[src/design/erm_pkg.sv]
// Shared types, constants and the matrix entry table for the Euler rotation matrix block.
package erm_pkg;

  localparam int QF             = 30;
  localparam int SERIES_TERMS   = 10;
  localparam int STREAMS        = 6;
  localparam int ITEM_CYCLES    = 16;
  localparam int ANGLE_BITS_DEF = 16;
  localparam int VALUE_BITS_DEF = 16;
  localparam int TW             = 36;

  localparam logic signed [TW-1:0] PI_Q      = 36'sd3373259426;
  localparam logic signed [TW-1:0] HALF_PI_Q = 36'sd1686629713;
  localparam logic signed [TW-1:0] TWO_PI_Q  = 36'sd6746518852;
  localparam logic [31:0]          Q_ONE     = 32'd1073741824;

  localparam logic [1:0] FUNC_XY  = 2'd0;
  localparam logic [1:0] FUNC_XYZ = 2'd1;
  localparam logic [1:0] FUNC_ZYX = 2'd2;

  // stream order in the cell chain matches the first six factor codes
  typedef enum logic [2:0] {
    FAC_SX, FAC_CX, FAC_SY, FAC_CY, FAC_SZ, FAC_CZ, FAC_ONE, FAC_ZERO
  } fac_t;

  // entry = +-((a*b)*c) +- (d*e), n1 and n2 negating their terms, each product rounded to Q30
  typedef struct packed {
    fac_t a;
    fac_t b;
    fac_t c;
    fac_t d;
    fac_t e;
    logic n1;
    logic n2;
  } ent_ops_t;

  typedef struct packed {
    logic              vld;
    logic              kind;   // 0 sine, 1 cosine
    logic              neg;
    logic [2:0]        idx;
    logic [1:0]        func;
    logic [31:0]       x2;
    logic [31:0]       term;
    logic signed [32:0] acc;
  } erm_tok_t;

  function automatic ent_ops_t mk(input fac_t a, input fac_t b, input fac_t c,
                                  input logic n1, input fac_t d, input fac_t e,
                                  input logic n2);
    ent_ops_t o;
    o.a  = a;
    o.b  = b;
    o.c  = c;
    o.n1 = n1;
    o.d  = d;
    o.e  = e;
    o.n2 = n2;
    return o;
  endfunction

  function automatic ent_ops_t ent_ops(input logic [1:0] func, input logic [3:0] k);
    ent_ops_t o;
    o = mk(FAC_ZERO, FAC_ZERO, FAC_ZERO, 1'b0, FAC_ZERO, FAC_ZERO, 1'b0);
    if (k == 4'd15) begin
      o = mk(FAC_ONE, FAC_ONE, FAC_ONE, 1'b0, FAC_ZERO, FAC_ZERO, 1'b0);
    end else begin
      case (func)
        FUNC_XY: begin
          case (k)
            4'd0:  o = mk(FAC_CY, FAC_ONE, FAC_ONE, 1'b0, FAC_ZERO, FAC_ZERO, 1'b0);
            4'd2:  o = mk(FAC_SY, FAC_ONE, FAC_ONE, 1'b0, FAC_ZERO, FAC_ZERO, 1'b0);
            4'd4:  o = mk(FAC_SX, FAC_SY, FAC_ONE, 1'b0, FAC_ZERO, FAC_ZERO, 1'b0);
            4'd5:  o = mk(FAC_CX, FAC_ONE, FAC_ONE, 1'b0, FAC_ZERO, FAC_ZERO, 1'b0);
            4'd6:  o = mk(FAC_SX, FAC_CY, FAC_ONE, 1'b1, FAC_ZERO, FAC_ZERO, 1'b0);
            4'd8:  o = mk(FAC_CX, FAC_SY, FAC_ONE, 1'b1, FAC_ZERO, FAC_ZERO, 1'b0);
            4'd9:  o = mk(FAC_SX, FAC_ONE, FAC_ONE, 1'b0, FAC_ZERO, FAC_ZERO, 1'b0);
            4'd10: o = mk(FAC_CX, FAC_CY, FAC_ONE, 1'b0, FAC_ZERO, FAC_ZERO, 1'b0);
            default: ;
          endcase
        end
        FUNC_XYZ: begin
          case (k)
            4'd0:  o = mk(FAC_CY, FAC_CZ, FAC_ONE, 1'b0, FAC_ZERO, FAC_ZERO, 1'b0);
            4'd1:  o = mk(FAC_CY, FAC_SZ, FAC_ONE, 1'b1, FAC_ZERO, FAC_ZERO, 1'b0);
            4'd2:  o = mk(FAC_SY, FAC_ONE, FAC_ONE, 1'b0, FAC_ZERO, FAC_ZERO, 1'b0);
            4'd4:  o = mk(FAC_CZ, FAC_SX, FAC_SY, 1'b0, FAC_CX, FAC_SZ, 1'b0);
            4'd5:  o = mk(FAC_SX, FAC_SY, FAC_SZ, 1'b1, FAC_CX, FAC_CZ, 1'b0);
            4'd6:  o = mk(FAC_CY, FAC_SX, FAC_ONE, 1'b1, FAC_ZERO, FAC_ZERO, 1'b0);
            4'd8:  o = mk(FAC_CX, FAC_CZ, FAC_SY, 1'b1, FAC_SX, FAC_SZ, 1'b0);
            4'd9:  o = mk(FAC_CX, FAC_SY, FAC_SZ, 1'b0, FAC_CZ, FAC_SX, 1'b0);
            4'd10: o = mk(FAC_CX, FAC_CY, FAC_ONE, 1'b0, FAC_ZERO, FAC_ZERO, 1'b0);
            default: ;
          endcase
        end
        default: begin
          // zyx, also taken by the unused order code
          case (k)
            4'd0:  o = mk(FAC_CY, FAC_CZ, FAC_ONE, 1'b0, FAC_ZERO, FAC_ZERO, 1'b0);
            4'd1:  o = mk(FAC_CZ, FAC_SX, FAC_SY, 1'b0, FAC_CX, FAC_SZ, 1'b1);
            4'd2:  o = mk(FAC_CX, FAC_CZ, FAC_SY, 1'b0, FAC_SX, FAC_SZ, 1'b0);
            4'd4:  o = mk(FAC_CY, FAC_SZ, FAC_ONE, 1'b0, FAC_ZERO, FAC_ZERO, 1'b0);
            4'd5:  o = mk(FAC_SX, FAC_SY, FAC_SZ, 1'b0, FAC_CX, FAC_CZ, 1'b0);
            4'd6:  o = mk(FAC_CX, FAC_SY, FAC_SZ, 1'b0, FAC_CZ, FAC_SX, 1'b1);
            4'd8:  o = mk(FAC_SY, FAC_ONE, FAC_ONE, 1'b1, FAC_ZERO, FAC_ZERO, 1'b0);
            4'd9:  o = mk(FAC_CY, FAC_SX, FAC_ONE, 1'b0, FAC_ZERO, FAC_ZERO, 1'b0);
            4'd10: o = mk(FAC_CX, FAC_CY, FAC_ONE, 1'b0, FAC_ZERO, FAC_ZERO, 1'b0);
            default: ;
          endcase
        end
      endcase
    end
    return o;
  endfunction

endpackage

[src/design/erm_cell.sv]
// One series cell: next Taylor term of a sine or cosine stream and accumulate it.
module erm_cell
  import erm_pkg::*;
#(
  parameter int K = 1
) (
  input  logic     clk,
  input  logic     rst_n,
  input  erm_tok_t tok_i,
  output erm_tok_t tok_o
);

  localparam int unsigned DS = (2 * K) * (2 * K + 1);
  localparam int unsigned DC = (2 * K - 1) * (2 * K);
  localparam logic [31:0] RS = 32'((64'd1 << 32) / DS);
  localparam logic [31:0] RC = 32'((64'd1 << 32) / DC);
  localparam logic [8:0]  DS9 = 9'(DS);
  localparam logic [8:0]  DC9 = 9'(DC);

  erm_tok_t    s1_tok_r, s2_tok_r, s3_tok_r, s4_tok_r;
  logic [63:0] s1_p_r;
  logic [31:0] s2_q_r, s3_q_r;
  logic [63:0] s2_p_r;
  logic [31:0] s3_est_r;
  logic [40:0] s3_ed_r;

  logic [31:0] q_nxt;
  logic [41:0] rem;
  logic [31:0] tnew;
  logic [8:0]  d_s3;
  erm_tok_t    s4_nxt;

  assign q_nxt = s1_p_r[61:30];
  assign d_s3  = s3_tok_r.kind ? DC9 : DS9;

  always_comb begin
    rem    = {10'd0, s3_q_r} - 42'(s3_ed_r);
    // reciprocal estimate is at most one short
    tnew   = s3_est_r + ((rem >= 42'(d_s3)) ? 32'd1 : 32'd0);
    s4_nxt = s3_tok_r;
    s4_nxt.term = tnew;
    if (K % 2 == 1) begin
      s4_nxt.acc = s3_tok_r.acc - $signed({1'b0, tnew});
    end else begin
      s4_nxt.acc = s3_tok_r.acc + $signed({1'b0, tnew});
    end
  end

  always_ff @(posedge clk) begin
    if (!rst_n) begin
      s1_tok_r <= '0;
      s2_tok_r <= '0;
      s3_tok_r <= '0;
      s4_tok_r <= '0;
    end else begin
      s1_tok_r <= tok_i;
      s2_tok_r <= s1_tok_r;
      s3_tok_r <= s2_tok_r;
      s4_tok_r <= s4_nxt;
    end
  end

  always_ff @(posedge clk) begin
    s1_p_r   <= 64'(tok_i.term) * 64'(tok_i.x2);
    s2_q_r   <= q_nxt;
    s2_p_r   <= 64'(q_nxt) * 64'(s1_tok_r.kind ? RC : RS);
    s3_q_r   <= s2_q_r;
    s3_est_r <= s2_p_r[63:32];
    s3_ed_r  <= 41'(s2_p_r[63:32]) * 41'(s2_tok_r.kind ? DC9 : DS9);
  end

  assign tok_o = s4_tok_r;

endmodule

[config.mk]
export PLATFORM = sky130hd
export DESIGN_NAME = erm_cell
export DESIGN_NICKNAME = d
export VERILOG_FILES = /design/src/design/erm_pkg.sv /design/src/design/erm_cell.sv
export SDC_FILE = /design/constraint.sdc
export NUM_CORES = 2
export LEC_CHECK = 0
export ABC_AREA = 1
export ABC_CLOCK_PERIOD_IN_PS = 10870
export BUFFER_PORTS_ARGS = -buffer_cell sky130_fd_sc_hd__clkbuf_2
export CAP_MARGIN = 40
export CORE_MARGIN = 2
export CORE_UTILIZATION = 50
export CTS_CLUSTER_SIZE = 40
export DETAILED_ROUTE_END_ITERATION = 12
export PLACE_DENSITY = 0.71
export SLEW_MARGIN = 10
export SYNTH_ARGS = -nofsm -noshare
export SYNTH_HDL_FRONTEND = slang
export SYNTH_SLANG_ARGS = --single-unit
export TNS_END_PERCENT = 50
[constraint.sdc]
create_clock -name clk -period 10.87 [get_ports clk]
set_input_delay 2.174 -clock clk [delete_from_list [all_inputs] [get_ports clk]]
set_output_delay 2.174 -clock clk [all_outputs]
set_load 0.05 [all_outputs]
==> reports/qor.yml <==
sta:
  setup_viol: 0
  max_slew.worst_pin.slew_ps: 965
  slew_headroom_pct: 35.6
  setup_tns_ps: 0
  finalCritPeriodShare_pct: 84.3
  rsz0062_at_grt: "false"
  max_freq_ghz: 0.109
  layout_min_cycle_time_ps: 9160
  finalHoldViolCount: 0
  final_max_slew_viol_count: 0
  clock_skew_ps: 60.8
worst_setup_path:
  max_stage_delay_ps: 670
  cp_common_cell: "fa_1"
  worstPathArrival_ps: 9680
  criticalPathCategory: "reg -> reg"
  crit_path_end_kind: "flop"
  critPathLaunchType: "flop"
  worstPathMaxFanout: 15
  slowest_stage: "clkinv_1"
  cp.required_ps: 11390
synth:
  ys_types: 50
  netlist_instances: 8989
  syn_area_mm2: 0.0718
  synth_edf_count: 0
  yosys.area_share.simple_pct: 15.5
  async_reset_ff_share_pct: 0
  syn_avg_cell_area_um2: 7.98
  synth_top_family_by_area: "adder cells"
  ys_ff_latch: 517
  synth_top_area_share_pct: 35.8
  yosysTopAreaCell: "fa_1"
  synth_compound_gate_area_share_pct: 4.75
  seq_area_frac_synth_pct: 14.4
  synth_flop_cell: "dfxtp_1"
  netlist_top_cells_area: "fa_1 (36%), dfxtp_1 (14%), inv_1 (14%)"
  synthMuxAreaShare_pct: 0
  synth_warnings: 0
  synth-adder-area-share_pct: 48.5
  synthXorXnorAreaFrac_pct: 1.39
run:
  max_cap_violations: 0
place:
  io_buffers: 211
  hpwl_um: 184000
  gp_congestion: 0.997
detailed_routing:
  drtIter0Drc: 4500
  vias_per_cell: 5.16
  num_vias: 56800
  wirelength_um: 214000
  wire_per_inst_um: 19.5
  drc: 0
  drtAntennaViolNets: 0
  firstDrtPassIters: 8
clock_tree:
  numCtsBuffers: 52
  cts.sinks: 517
  cts_setup_buffers: 0
  cts.htree.levels: 2
  worstSkewPairLatency_ps: 650
  cts_root_buffer: "clkbuf_16"
  cts.hold.buffers_added: 0
  path_clk_slew_ps: 70
  cts_tree: "built"
  clk_path_buf_depth: 3
  cts_resized: 0
die:
  start_util_pct: 50.1
  dieArea_mm2: 0.147
  ioPinCount: 212
  core_area_mm2: 0.143
  num_rows: 139
  die_y_um: 383
  die_w_um: 383
final_layout:
  layout-drive-gt1-share_pct: 4.69
  fill_cells: 13500
  final_cell_mix: "inv_1 (2,680), nand2_1 (2,015), fa_1 (1,284), ha_1 (725), dfxtp_1 (517)"
  mostFrequentLayoutCell: "inv_1"
  syn_to_final_growth_pct: 7.41
  nNetsFinal: 11200
hold_path:
  hp-class: "reg -> reg"
grt:
  grt_max_degree: 98
  grt_pass1_wl_um: 337000
  grt_util_all_layers_pct: 29.8
  grt_pass1_vias: 59600
  antenna_found_initial: 5
  grt_overflow: 0
run_status:
  status: "finished clean"
metal layers:
layer,up-vias,global-route usage [%],share of wire (%),wire (µm)
li1,26100,-,-,-
met1,27900,41.9,44,93100
met2,2382,46.9,44,94600
met3,455,4.09,8.0,17200
met4,2,11.0,4.3,9130
met5,-,0,0.0065,14
layout make-up:
type	instances	area [µm²]	share of cell area, %
Multi-Input combinational cell	5522	50300	65.3
Tap cell	1903	2380	3.09
Timing Repair Buffer	278	1960	2.55
Clock inverter	31	534	0.693
Clock buffer	64	1440	1.86
Sequential cell	517	10300	13.4
Antenna cell	2	5.00	0.00649
Inverter	2684	10100	13.1
stage by stage:
step / hold slack (ps) / setup WS (ps) / area, µm² / cells / util, %
after floorplan: 310 / 2320 / 71800 / 8990 / -
after global placement: 310 / 1260 / 74500 / 10900 / 52.1
after detailed placement: 312 / 1290 / 75000 / 10900 / 52.4
after CTS: 326 / 1970 / 77000 / 11000 / 53.8
after global routing: 324 / 1600 / 77100 / 11000 / 53.9
final: 324 / 1710 / 77100 / 11000 / 53.9
final timing paths:
path | start | end | slack (ps) | depth (start not counted)
setup / recovery | s1_tok_r[103] | s2_p_r[51] | 1710 | 25
hold / removal | s2_q_r[30] | s3_q_r[30] | 320 | 0
setup reg to reg | s1_tok_r[103] | s2_p_r[51] | 1710 | 25
hold reg to reg | s2_q_r[30] | s3_q_r[30] | 320 | 0
critical path, delay by kind of cell, from the launching register on:
kind                       cells  cell delay (ps)
AOI/OAI and AO/OA              5             1710
xor gates and xnor gates       1              160
adders and majority gates      9             4500
buffers and inverters          6             1160
DFF                            1              500
and+or+nand+nor                4              980
Yosys cell counts (4+ instances only):
cell type     n
inv_1      2680
nand2_1    2015
fa_1       1284
ha_1        725
dfxtp_1     517
nor2_1      433
a21oi_1     287
clkbuf_1    260
o21ai_0     171
nand3_1     163
xor2_1       73
a31oi_1      45
nor3_1       43
xnor2_1      41
nand4_1      40
a21o_1       28
o21a_1       17
o21bai_1     17
nor4_1       16
nor2_2       14
a21boi_0     13
nand2_2      12
nand3_2      11
nand3b_1      9
o211ai_1      9
nor2_4        8
o31ai_1       7
buf_1         6
o21ai_1       6
nand2_4       5
o2111ai_1     4
flip-flops by register name, summed over array words and instances (netlist names):
name	flops
s1_p_r	32
s1_tok_r	73
s2_p_r	32
s2_q_r	32
s2_tok_r	73
s3_ed_r	34
s3_est_r	31
s3_q_r	32
s3_tok_r	73
tok_o	105
cell families (layout without fill, tap and decap cells):
group / Yosys count / after routing
flops: 517 / 517
simple gates: 2781 / 2781
fa+ha+maj: 2009 / 2009
compound gates: 615 / 615
buf+inv: 2951 / 3057
other cells: 2 / 5
xor+xnor: 114 / 114
Power is left out: the tool's default activity adds up to more than one toggle a clock period on the data nets, which glitch-free logic cannot reach.
