===== config.mk =====
export PLATFORM = sky130hd
export DESIGN_NAME = erm_front
export DESIGN_NICKNAME = d
export VERILOG_FILES = /design/src/design/erm_pkg.sv /design/src/design/erm_front.sv
export SDC_FILE = /design/constraint.sdc
export NUM_CORES = 2
export LEC_CHECK = 0
export ABC_AREA = 1
export BUFFER_PORTS_ARGS = -buffer_cell sky130_fd_sc_hd__buf_2
export CORE_UTILIZATION = 36
export DETAILED_ROUTE_END_ITERATION = 8
export PLACE_DENSITY = 0.51
export SYNTH_ARGS = -nofsm -noshare
export SYNTH_HDL_FRONTEND = slang
export SYNTH_SLANG_ARGS = --single-unit

===== constraint.sdc =====
create_clock -name clk -period 17.1 [get_ports clk]
set_input_delay 2.565 -clock clk [delete_from_list [all_inputs] [get_ports clk]]
set_output_delay 2.565 -clock clk [all_outputs]
set_load 0.01 [all_outputs]

===== src/design/erm_pkg.sv =====
// Shared types, constants and the matrix entry table for the Euler rotation matrix block.
package erm_pkg;

  localparam int QF             = 30;
  localparam int SERIES_TERMS   = 10;
  localparam int STREAMS        = 6;
  localparam int ITEM_CYCLES    = 16;
  localparam int ANGLE_BITS_DEF = 16;
  localparam int VALUE_BITS_DEF = 16;
  localparam int TW             = 36;

  localparam logic signed [TW-1:0] PI_Q      = 36'sd3373259426;
  localparam logic signed [TW-1:0] HALF_PI_Q = 36'sd1686629713;
  localparam logic signed [TW-1:0] TWO_PI_Q  = 36'sd6746518852;
  localparam logic [31:0]          Q_ONE     = 32'd1073741824;

  localparam logic [1:0] FUNC_XY  = 2'd0;
  localparam logic [1:0] FUNC_XYZ = 2'd1;
  localparam logic [1:0] FUNC_ZYX = 2'd2;

  // stream order in the cell chain matches the first six factor codes
  typedef enum logic [2:0] {
    FAC_SX, FAC_CX, FAC_SY, FAC_CY, FAC_SZ, FAC_CZ, FAC_ONE, FAC_ZERO
  } fac_t;

  // entry = +-((a*b)*c) +- (d*e), n1 and n2 negating their terms, each product rounded to Q30
  typedef struct packed {
    fac_t a;
    fac_t b;
    fac_t c;
    fac_t d;
    fac_t e;
    logic n1;
    logic n2;
  } ent_ops_t;

  typedef struct packed {
    logic              vld;
    logic              kind;   // 0 sine, 1 cosine
    logic              neg;
    logic [2:0]        idx;
    logic [1:0]        func;
    logic [31:0]       x2;
    logic [31:0]       term;
    logic signed [32:0] acc;
  } erm_tok_t;

  function automatic ent_ops_t mk(input fac_t a, input fac_t b, input fac_t c,
                                  input logic n1, input fac_t d, input fac_t e,
                                  input logic n2);
    ent_ops_t o;
    o.a  = a;
    o.b  = b;
    o.c  = c;
    o.n1 = n1;
    o.d  = d;
    o.e  = e;
    o.n2 = n2;
    return o;
  endfunction

  function automatic ent_ops_t ent_ops(input logic [1:0] func, input logic [3:0] k);
    ent_ops_t o;
    o = mk(FAC_ZERO, FAC_ZERO, FAC_ZERO, 1'b0, FAC_ZERO, FAC_ZERO, 1'b0);
    if (k == 4'd15) begin
      o = mk(FAC_ONE, FAC_ONE, FAC_ONE, 1'b0, FAC_ZERO, FAC_ZERO, 1'b0);
    end else begin
      case (func)
        FUNC_XY: begin
          case (k)
            4'd0:  o = mk(FAC_CY, FAC_ONE, FAC_ONE, 1'b0, FAC_ZERO, FAC_ZERO, 1'b0);
            4'd2:  o = mk(FAC_SY, FAC_ONE, FAC_ONE, 1'b0, FAC_ZERO, FAC_ZERO, 1'b0);
            4'd4:  o = mk(FAC_SX, FAC_SY, FAC_ONE, 1'b0, FAC_ZERO, FAC_ZERO, 1'b0);
            4'd5:  o = mk(FAC_CX, FAC_ONE, FAC_ONE, 1'b0, FAC_ZERO, FAC_ZERO, 1'b0);
            4'd6:  o = mk(FAC_SX, FAC_CY, FAC_ONE, 1'b1, FAC_ZERO, FAC_ZERO, 1'b0);
            4'd8:  o = mk(FAC_CX, FAC_SY, FAC_ONE, 1'b1, FAC_ZERO, FAC_ZERO, 1'b0);
            4'd9:  o = mk(FAC_SX, FAC_ONE, FAC_ONE, 1'b0, FAC_ZERO, FAC_ZERO, 1'b0);
            4'd10: o = mk(FAC_CX, FAC_CY, FAC_ONE, 1'b0, FAC_ZERO, FAC_ZERO, 1'b0);
            default: ;
          endcase
        end
        FUNC_XYZ: begin
          case (k)
            4'd0:  o = mk(FAC_CY, FAC_CZ, FAC_ONE, 1'b0, FAC_ZERO, FAC_ZERO, 1'b0);
            4'd1:  o = mk(FAC_CY, FAC_SZ, FAC_ONE, 1'b1, FAC_ZERO, FAC_ZERO, 1'b0);
            4'd2:  o = mk(FAC_SY, FAC_ONE, FAC_ONE, 1'b0, FAC_ZERO, FAC_ZERO, 1'b0);
            4'd4:  o = mk(FAC_CZ, FAC_SX, FAC_SY, 1'b0, FAC_CX, FAC_SZ, 1'b0);
            4'd5:  o = mk(FAC_SX, FAC_SY, FAC_SZ, 1'b1, FAC_CX, FAC_CZ, 1'b0);
            4'd6:  o = mk(FAC_CY, FAC_SX, FAC_ONE, 1'b1, FAC_ZERO, FAC_ZERO, 1'b0);
            4'd8:  o = mk(FAC_CX, FAC_CZ, FAC_SY, 1'b1, FAC_SX, FAC_SZ, 1'b0);
            4'd9:  o = mk(FAC_CX, FAC_SY, FAC_SZ, 1'b0, FAC_CZ, FAC_SX, 1'b0);
            4'd10: o = mk(FAC_CX, FAC_CY, FAC_ONE, 1'b0, FAC_ZERO, FAC_ZERO, 1'b0);
            default: ;
          endcase
        end
        default: begin
          // zyx, also taken by the unused order code
          case (k)
            4'd0:  o = mk(FAC_CY, FAC_CZ, FAC_ONE, 1'b0, FAC_ZERO, FAC_ZERO, 1'b0);
            4'd1:  o = mk(FAC_CZ, FAC_SX, FAC_SY, 1'b0, FAC_CX, FAC_SZ, 1'b1);
            4'd2:  o = mk(FAC_CX, FAC_CZ, FAC_SY, 1'b0, FAC_SX, FAC_SZ, 1'b0);
            4'd4:  o = mk(FAC_CY, FAC_SZ, FAC_ONE, 1'b0, FAC_ZERO, FAC_ZERO, 1'b0);
            4'd5:  o = mk(FAC_SX, FAC_SY, FAC_SZ, 1'b0, FAC_CX, FAC_CZ, 1'b0);
            4'd6:  o = mk(FAC_CX, FAC_SY, FAC_SZ, 1'b0, FAC_CZ, FAC_SX, 1'b1);
            4'd8:  o = mk(FAC_SY, FAC_ONE, FAC_ONE, 1'b1, FAC_ZERO, FAC_ZERO, 1'b0);
            4'd9:  o = mk(FAC_CY, FAC_SX, FAC_ONE, 1'b0, FAC_ZERO, FAC_ZERO, 1'b0);
            4'd10: o = mk(FAC_CX, FAC_CY, FAC_ONE, 1'b0, FAC_ZERO, FAC_ZERO, 1'b0);
            default: ;
          endcase
        end
      endcase
    end
    return o;
  endfunction

endpackage


===== src/design/erm_front.sv =====
// Angle feed: issues six sine/cosine streams per item, reduces and folds each angle.
module erm_front
  import erm_pkg::*;
#(
  parameter int ANGLE_BITS = ANGLE_BITS_DEF
) (
  input  logic                         clk,
  input  logic                         rst_n,
  input  logic                         load,
  input  logic [1:0]                   func,
  input  logic signed [ANGLE_BITS-1:0] angle_x,
  input  logic signed [ANGLE_BITS-1:0] angle_y,
  input  logic signed [ANGLE_BITS-1:0] angle_z,
  output erm_tok_t                     tok
);

  localparam int SH = 34 - ANGLE_BITS;

  logic signed [ANGLE_BITS-1:0] ang_x_r, ang_y_r, ang_z_r;
  logic [1:0]                   func_r;
  logic                         feed_act_r;
  logic [2:0]                   feed_cnt_r;

  logic                 f1_vld_r, f2_vld_r, f3_vld_r, f4_vld_r;
  logic [2:0]           f1_idx_r, f2_idx_r, f3_idx_r, f4_idx_r;
  logic [1:0]           f1_func_r, f2_func_r, f3_func_r, f4_func_r;
  logic signed [TW-1:0] f1_t_r, f1_t_nxt;
  logic [34:0]          f2_mag_r;
  logic                 f2_sneg_r, f3_sneg_r, f4_sneg_r;
  logic                 f3_cneg_r, f4_cneg_r;
  logic [30:0]          f3_m_r, f4_m_r;
  logic [61:0]          f4_mm_r;

  logic signed [ANGLE_BITS-1:0] a_sel;
  logic signed [TW-1:0]         t_full;
  logic [62:0]                  x2_sum;

  always_ff @(posedge clk) begin
    if (load) begin
      ang_x_r <= angle_x;
      ang_y_r <= angle_y;
      ang_z_r <= angle_z;
      func_r  <= func;
    end
  end

  always_ff @(posedge clk) begin
    if (!rst_n) begin
      feed_act_r <= 1'b0;
      feed_cnt_r <= '0;
    end else if (load) begin
      feed_act_r <= 1'b1;
      feed_cnt_r <= '0;
    end else if (feed_act_r) begin
      if (feed_cnt_r == 3'(STREAMS - 1)) begin
        feed_act_r <= 1'b0;
      end else begin
        feed_cnt_r <= feed_cnt_r + 3'd1;
      end
    end
  end

  always_comb begin
    case (feed_cnt_r[2:1])
      2'd0:    a_sel = ang_x_r;
      2'd1:    a_sel = ang_y_r;
      default: a_sel = ang_z_r;
    endcase
    t_full = TW'(a_sel) <<< SH;
    // one wrap is enough for a Q4 angle
    if (t_full > PI_Q) begin
      f1_t_nxt = t_full - TWO_PI_Q;
    end else if (t_full < -PI_Q) begin
      f1_t_nxt = t_full + TWO_PI_Q;
    end else begin
      f1_t_nxt = t_full;
    end
  end

  always_ff @(posedge clk) begin
    if (!rst_n) begin
      f1_vld_r <= 1'b0;
      f2_vld_r <= 1'b0;
      f3_vld_r <= 1'b0;
      f4_vld_r <= 1'b0;
    end else begin
      f1_vld_r <= feed_act_r;
      f2_vld_r <= f1_vld_r;
      f3_vld_r <= f2_vld_r;
      f4_vld_r <= f3_vld_r;
    end
  end

  always_ff @(posedge clk) begin
    f1_idx_r  <= feed_cnt_r;
    f1_func_r <= func_r;
    f1_t_r    <= f1_t_nxt;

    f2_idx_r  <= f1_idx_r;
    f2_func_r <= f1_func_r;
    f2_sneg_r <= f1_t_r[TW-1];
    f2_mag_r  <= 35'(f1_t_r[TW-1] ? -f1_t_r : f1_t_r);

    f3_idx_r  <= f2_idx_r;
    f3_func_r <= f2_func_r;
    f3_sneg_r <= f2_sneg_r;
    // fold into the first quadrant, cosine flips sign
    if (f2_mag_r > 35'(HALF_PI_Q)) begin
      f3_m_r    <= 31'(35'(PI_Q) - f2_mag_r);
      f3_cneg_r <= 1'b1;
    end else begin
      f3_m_r    <= 31'(f2_mag_r);
      f3_cneg_r <= 1'b0;
    end

    f4_idx_r  <= f3_idx_r;
    f4_func_r <= f3_func_r;
    f4_sneg_r <= f3_sneg_r;
    f4_cneg_r <= f3_cneg_r;
    f4_m_r    <= f3_m_r;
    f4_mm_r   <= 62'(f3_m_r) * 62'(f3_m_r);
  end

  always_comb begin
    x2_sum    = 63'(f4_mm_r) + (63'd1 << (QF - 1));
    tok.vld   = f4_vld_r;
    tok.kind  = f4_idx_r[0];
    tok.neg   = f4_idx_r[0] ? f4_cneg_r : f4_sneg_r;
    tok.idx   = f4_idx_r;
    tok.func  = f4_func_r;
    tok.x2    = x2_sum[61:30];
    tok.term  = f4_idx_r[0] ? Q_ONE : {1'b0, f4_m_r};
    tok.acc   = f4_idx_r[0] ? $signed({1'b0, Q_ONE}) : $signed({2'b00, f4_m_r});
  end

endmodule


==> key figures <==
Routing
  • Via count: around 27,000
  • DR WL/cell: around 17 µm
  • Post-route ant nets: 0
  • Routed wire length: ~98,000 µm
  • DR pass1 iterations: 6
  • Vias per cell: around 4.5
  • Residual DRC count: 0
  • Iteration-0 DRC count of the detailed router: 1,353

Finish
  • Commonest non-fill, non-tap cell in the layout: inv_1
  • P&R area growth vs syn: 8.16%
  • Fin nets: 5,569
  • Most frequent cells in the layout: inv_1, nand2_1, fa_1
  • Sequential cell area: a little under 5000 µm²
  • Post-Layout Cell Count: a little under 6,000
  • Fillcell total: 10,400
  • Ratio of cells with drive above 1 in the final layout: between 6 and 7%
  • Area of the multi-input gates: approximately 26,000 µm²

Clock network
  • CTS Buffer Depth: 3
  • Gates resized, CTS repair: 0
  • CTS tree: built
  • Setup Fix Bufs, Post-CTS: 0
  • CTS clock-pin slew for the worst setup and hold paths: 60 ps
  • CTS buffer count: 28
  • Clock Sinks: about 220
  • Hold buffers post-CTS: 0
  • H-Tree Level Count: 1
  • Skew-Pair Late Insertion Delay: between 600 and 700 ps
  • Root Buffer: clkbuf_16

Global route
  • GRT overflow: 0
  • Antenna violations before repair: 4
  • Largest net degree at the start of global routing: 52
  • GR Util All Layers: about 20%
  • Vias in the first global route: 28,200
  • Wire length of the first global-routing pass: ~160,000 µm

Flow run
  • Max Cap Viol: 0

Logic synthesis
  • Syn Inst Count: roughly 4,400
  • Yosys cell types: 49
  • Area leader, netlist: fa_1
  • Synth area leaders: fa_1, inv_1, ha_1
  • Post-synth ARST share: 0%
  • Syn Std Cell Area: about 36,000 µm²
  • Yosys warnings: 0
  • Flop and latch count out of synthesis: about 220
  • Number of synthesized flops with an enable pin: 50
  • Avg Cell Area, Syn: approximately 8.2 µm²
  • Post-synth top area share: between 30% and 40%
  • Post-synth top flop: dfxtp_1
  • Post-synthesis sequential area ratio: 13.6%

STA
  • Setup violators final: 0
  • Max-slew headroom: a little over a quarter
  • Final Max Slew Viols: 0
  • Setup_tns: 0 ps
  • Hold Violations, Final: 0
  • Tightest Pin Transition: ~1100 ps
  • Unrepaired setup endpoints after global routing: no
  • Fin crit share: between 40% and 50%
  • Maximum achievable frequency: 135 MHz
  • Setup skew after layout: ~19 ps
  • Crit path time final: 7410 ps

Critical path
  • Dominant delay contributor by cell family on the critical path: adder cells
  • Crit-path slowest cell: fa_1
  • Worst Path Buf+Inv: 7
  • Critical Path Max Stage Delay: 570 ps
  • Largest fanout on the critical path: 32
  • WP data arrival: ~7900 ps
  • Reg2Reg Setup Slack: between 9000 and 10,000 ps
  • CP required: 17,570 ps
  • Crit Path Class: reg -> reg
  • Critical path capture point type: register
  • Critical path startpoint category: register
  • Critical path's most frequent cell: fa_1

Die
  • IO Pins: approximately 160
  • Row count: approximately 120
  • Core area: between 100,000 and 150,000 µm²
  • Width of the die: approximately 320 µm
  • Die ar.: approximately 100,000 µm²
  • DIE HEIGHT: ~320 µm
  • Starting Density: a little over a third

Placement
  • Cells after DPL: about 5,800
  • Port Buf Inserts: roughly 150
  • Detailed Place HPWL: between 70,000 and 80,000 µm
  • Gpl congestion: around 0.95

Hold path
  • Worst hold path type: reg -> reg

Status
  • Status: finished, final reports clean
metal layers:
| metal | global-route usage [%] | part of all wire, % | vias to the layer above | wire length [µm] |
|---|---|---|---|---|
| li1 | - | - | 12900 | - |
| met4 | 4.82 | 2.8 | 2 | 2690 |
| met2 | 34.0 | 49 | 529 | 47500 |
| met5 | 0 | 0.010 | - | 10 |
| met3 | 2.06 | 4.0 | 123 | 3910 |
| met1 | 26.7 | 45 | 13000 | 43700 |
synth_stat cells (2+ instances only):
| cell | count |
|---|---|
| nand4_1 | 23 |
| or2_1 | 2 |
| dfxtp_1 | 172 |
| o211ai_1 | 3 |
| or2_2 | 9 |
| nand2_1 | 893 |
| edfxtp_1 | 50 |
| fa_1 | 700 |
| a31oi_1 | 10 |
| nand3_1 | 95 |
| nor2_4 | 2 |
| o31ai_1 | 3 |
| nand3b_1 | 9 |
| xnor2_1 | 44 |
| o21ai_0 | 70 |
| a21oi_2 | 2 |
| nor3_1 | 21 |
| buf_6 | 4 |
| inv_1 | 1372 |
| nor4_1 | 8 |
| a31o_2 | 2 |
| nand3_2 | 10 |
| a21boi_0 | 5 |
| nor2_2 | 7 |
| nor2_1 | 257 |
| a21o_1 | 18 |
| ha_1 | 297 |
| clkbuf_1 | 78 |
| buf_1 | 19 |
| buf_2 | 4 |
| o21a_1 | 8 |
| inv_2 | 5 |
| xor2_1 | 80 |
| o21bai_1 | 14 |
| a21oi_1 | 89 |
| nand2_2 | 7 |
| buf_4 | 39 |
flip-flops by register name (all words and copies together), names as in the netlist, 2 cells and up:
name / flops
f2_idx_r: 3
ang_z_r: 16
f1_t_r: 20
f2_func_r: 2
ang_x_r: 16
f3_func_r: 2
f4_m_r: 30
f4_idx_r: 3
f3_m_r: 30
f4_func_r: 2
f1_func_r: 2
ang_y_r: 16
feed_cnt_r: 3
f2_mag_r: 28
f4_mm_r: 33
f1_idx_r: 3
func_r: 2
f3_idx_r: 3
worst register-to-register path, cell delays in order, from the launching register on:
cell	delay, ps
dfxtp_1	310
buf_4	490
nand2_1	260
fa_1	550
inv_1	60
fa_1	520
inv_1	50
fa_1	440
fa_1	540
inv_1	70
fa_1	560
fa_1	430
fa_1	500
inv_1	50
fa_1	570
inv_1	80
ha_1	310
nand2_1	70
nand2_1	40
inv_1	60
nor2_1	40
nor2_1	260
nand2_1	170
a21o_1	200
a21oi_1	260
xor2_1	370
worst paths after layout:
path	start	to	cells after the start
min reg2reg	f2_idx_r[1]	f3_idx_r[1]	0
max	f3_m_r[17]	f4_mm_r[37]	25
min	f2_idx_r[1]	f3_idx_r[1]	0
max reg2reg	f3_m_r[17]	f4_mm_r[37]	25
area by class of cell:
class,instances,area share [%]
clock buffers,30,1.82
clock inverters,22,0.625
flip-flops and latches,222,12.5
diodes,2,0.0127
well taps,1357,4.30
repair buffers,186,2.58
multi-input cells,2702,65.0
inverters,1379,13.1
metrics by stage:
step / worst slack, ps / cell area [µm²] / hold WS [ps] / utilization, %
CTS: 9610 / 39400 / 323 / 39.3
floorplan: 10520 / 36500 / 310 / -
finish: 9690 / 39500 / 323 / 39.3
detailed placement: 9630 / 38500 / 312 / 38.4
global route: 9310 / 39500 / 337 / 39.3
global placement: 9610 / 38500 / 310 / 38.4
kinds of logic after synthesis:
family | count (synthesis) | share of synthesized area [%]
XOR/XNOR | 124 | 2.98
AO/OA/AOI/OAI | 226 | 3.54
flip-flops | 222 | 13.6
other | 1 | 0.0103
multiplexers | 1 | 0.0309
adder cells (fa/ha/maj) | 997 | 48.6
buffers and inverters | 1523 | 16.2
AND/OR/NAND/NOR | 1349 | 15.1
Power is left out: the tool's default activity adds up to more than one toggle a clock period on the data nets, which glitch-free logic cannot reach.
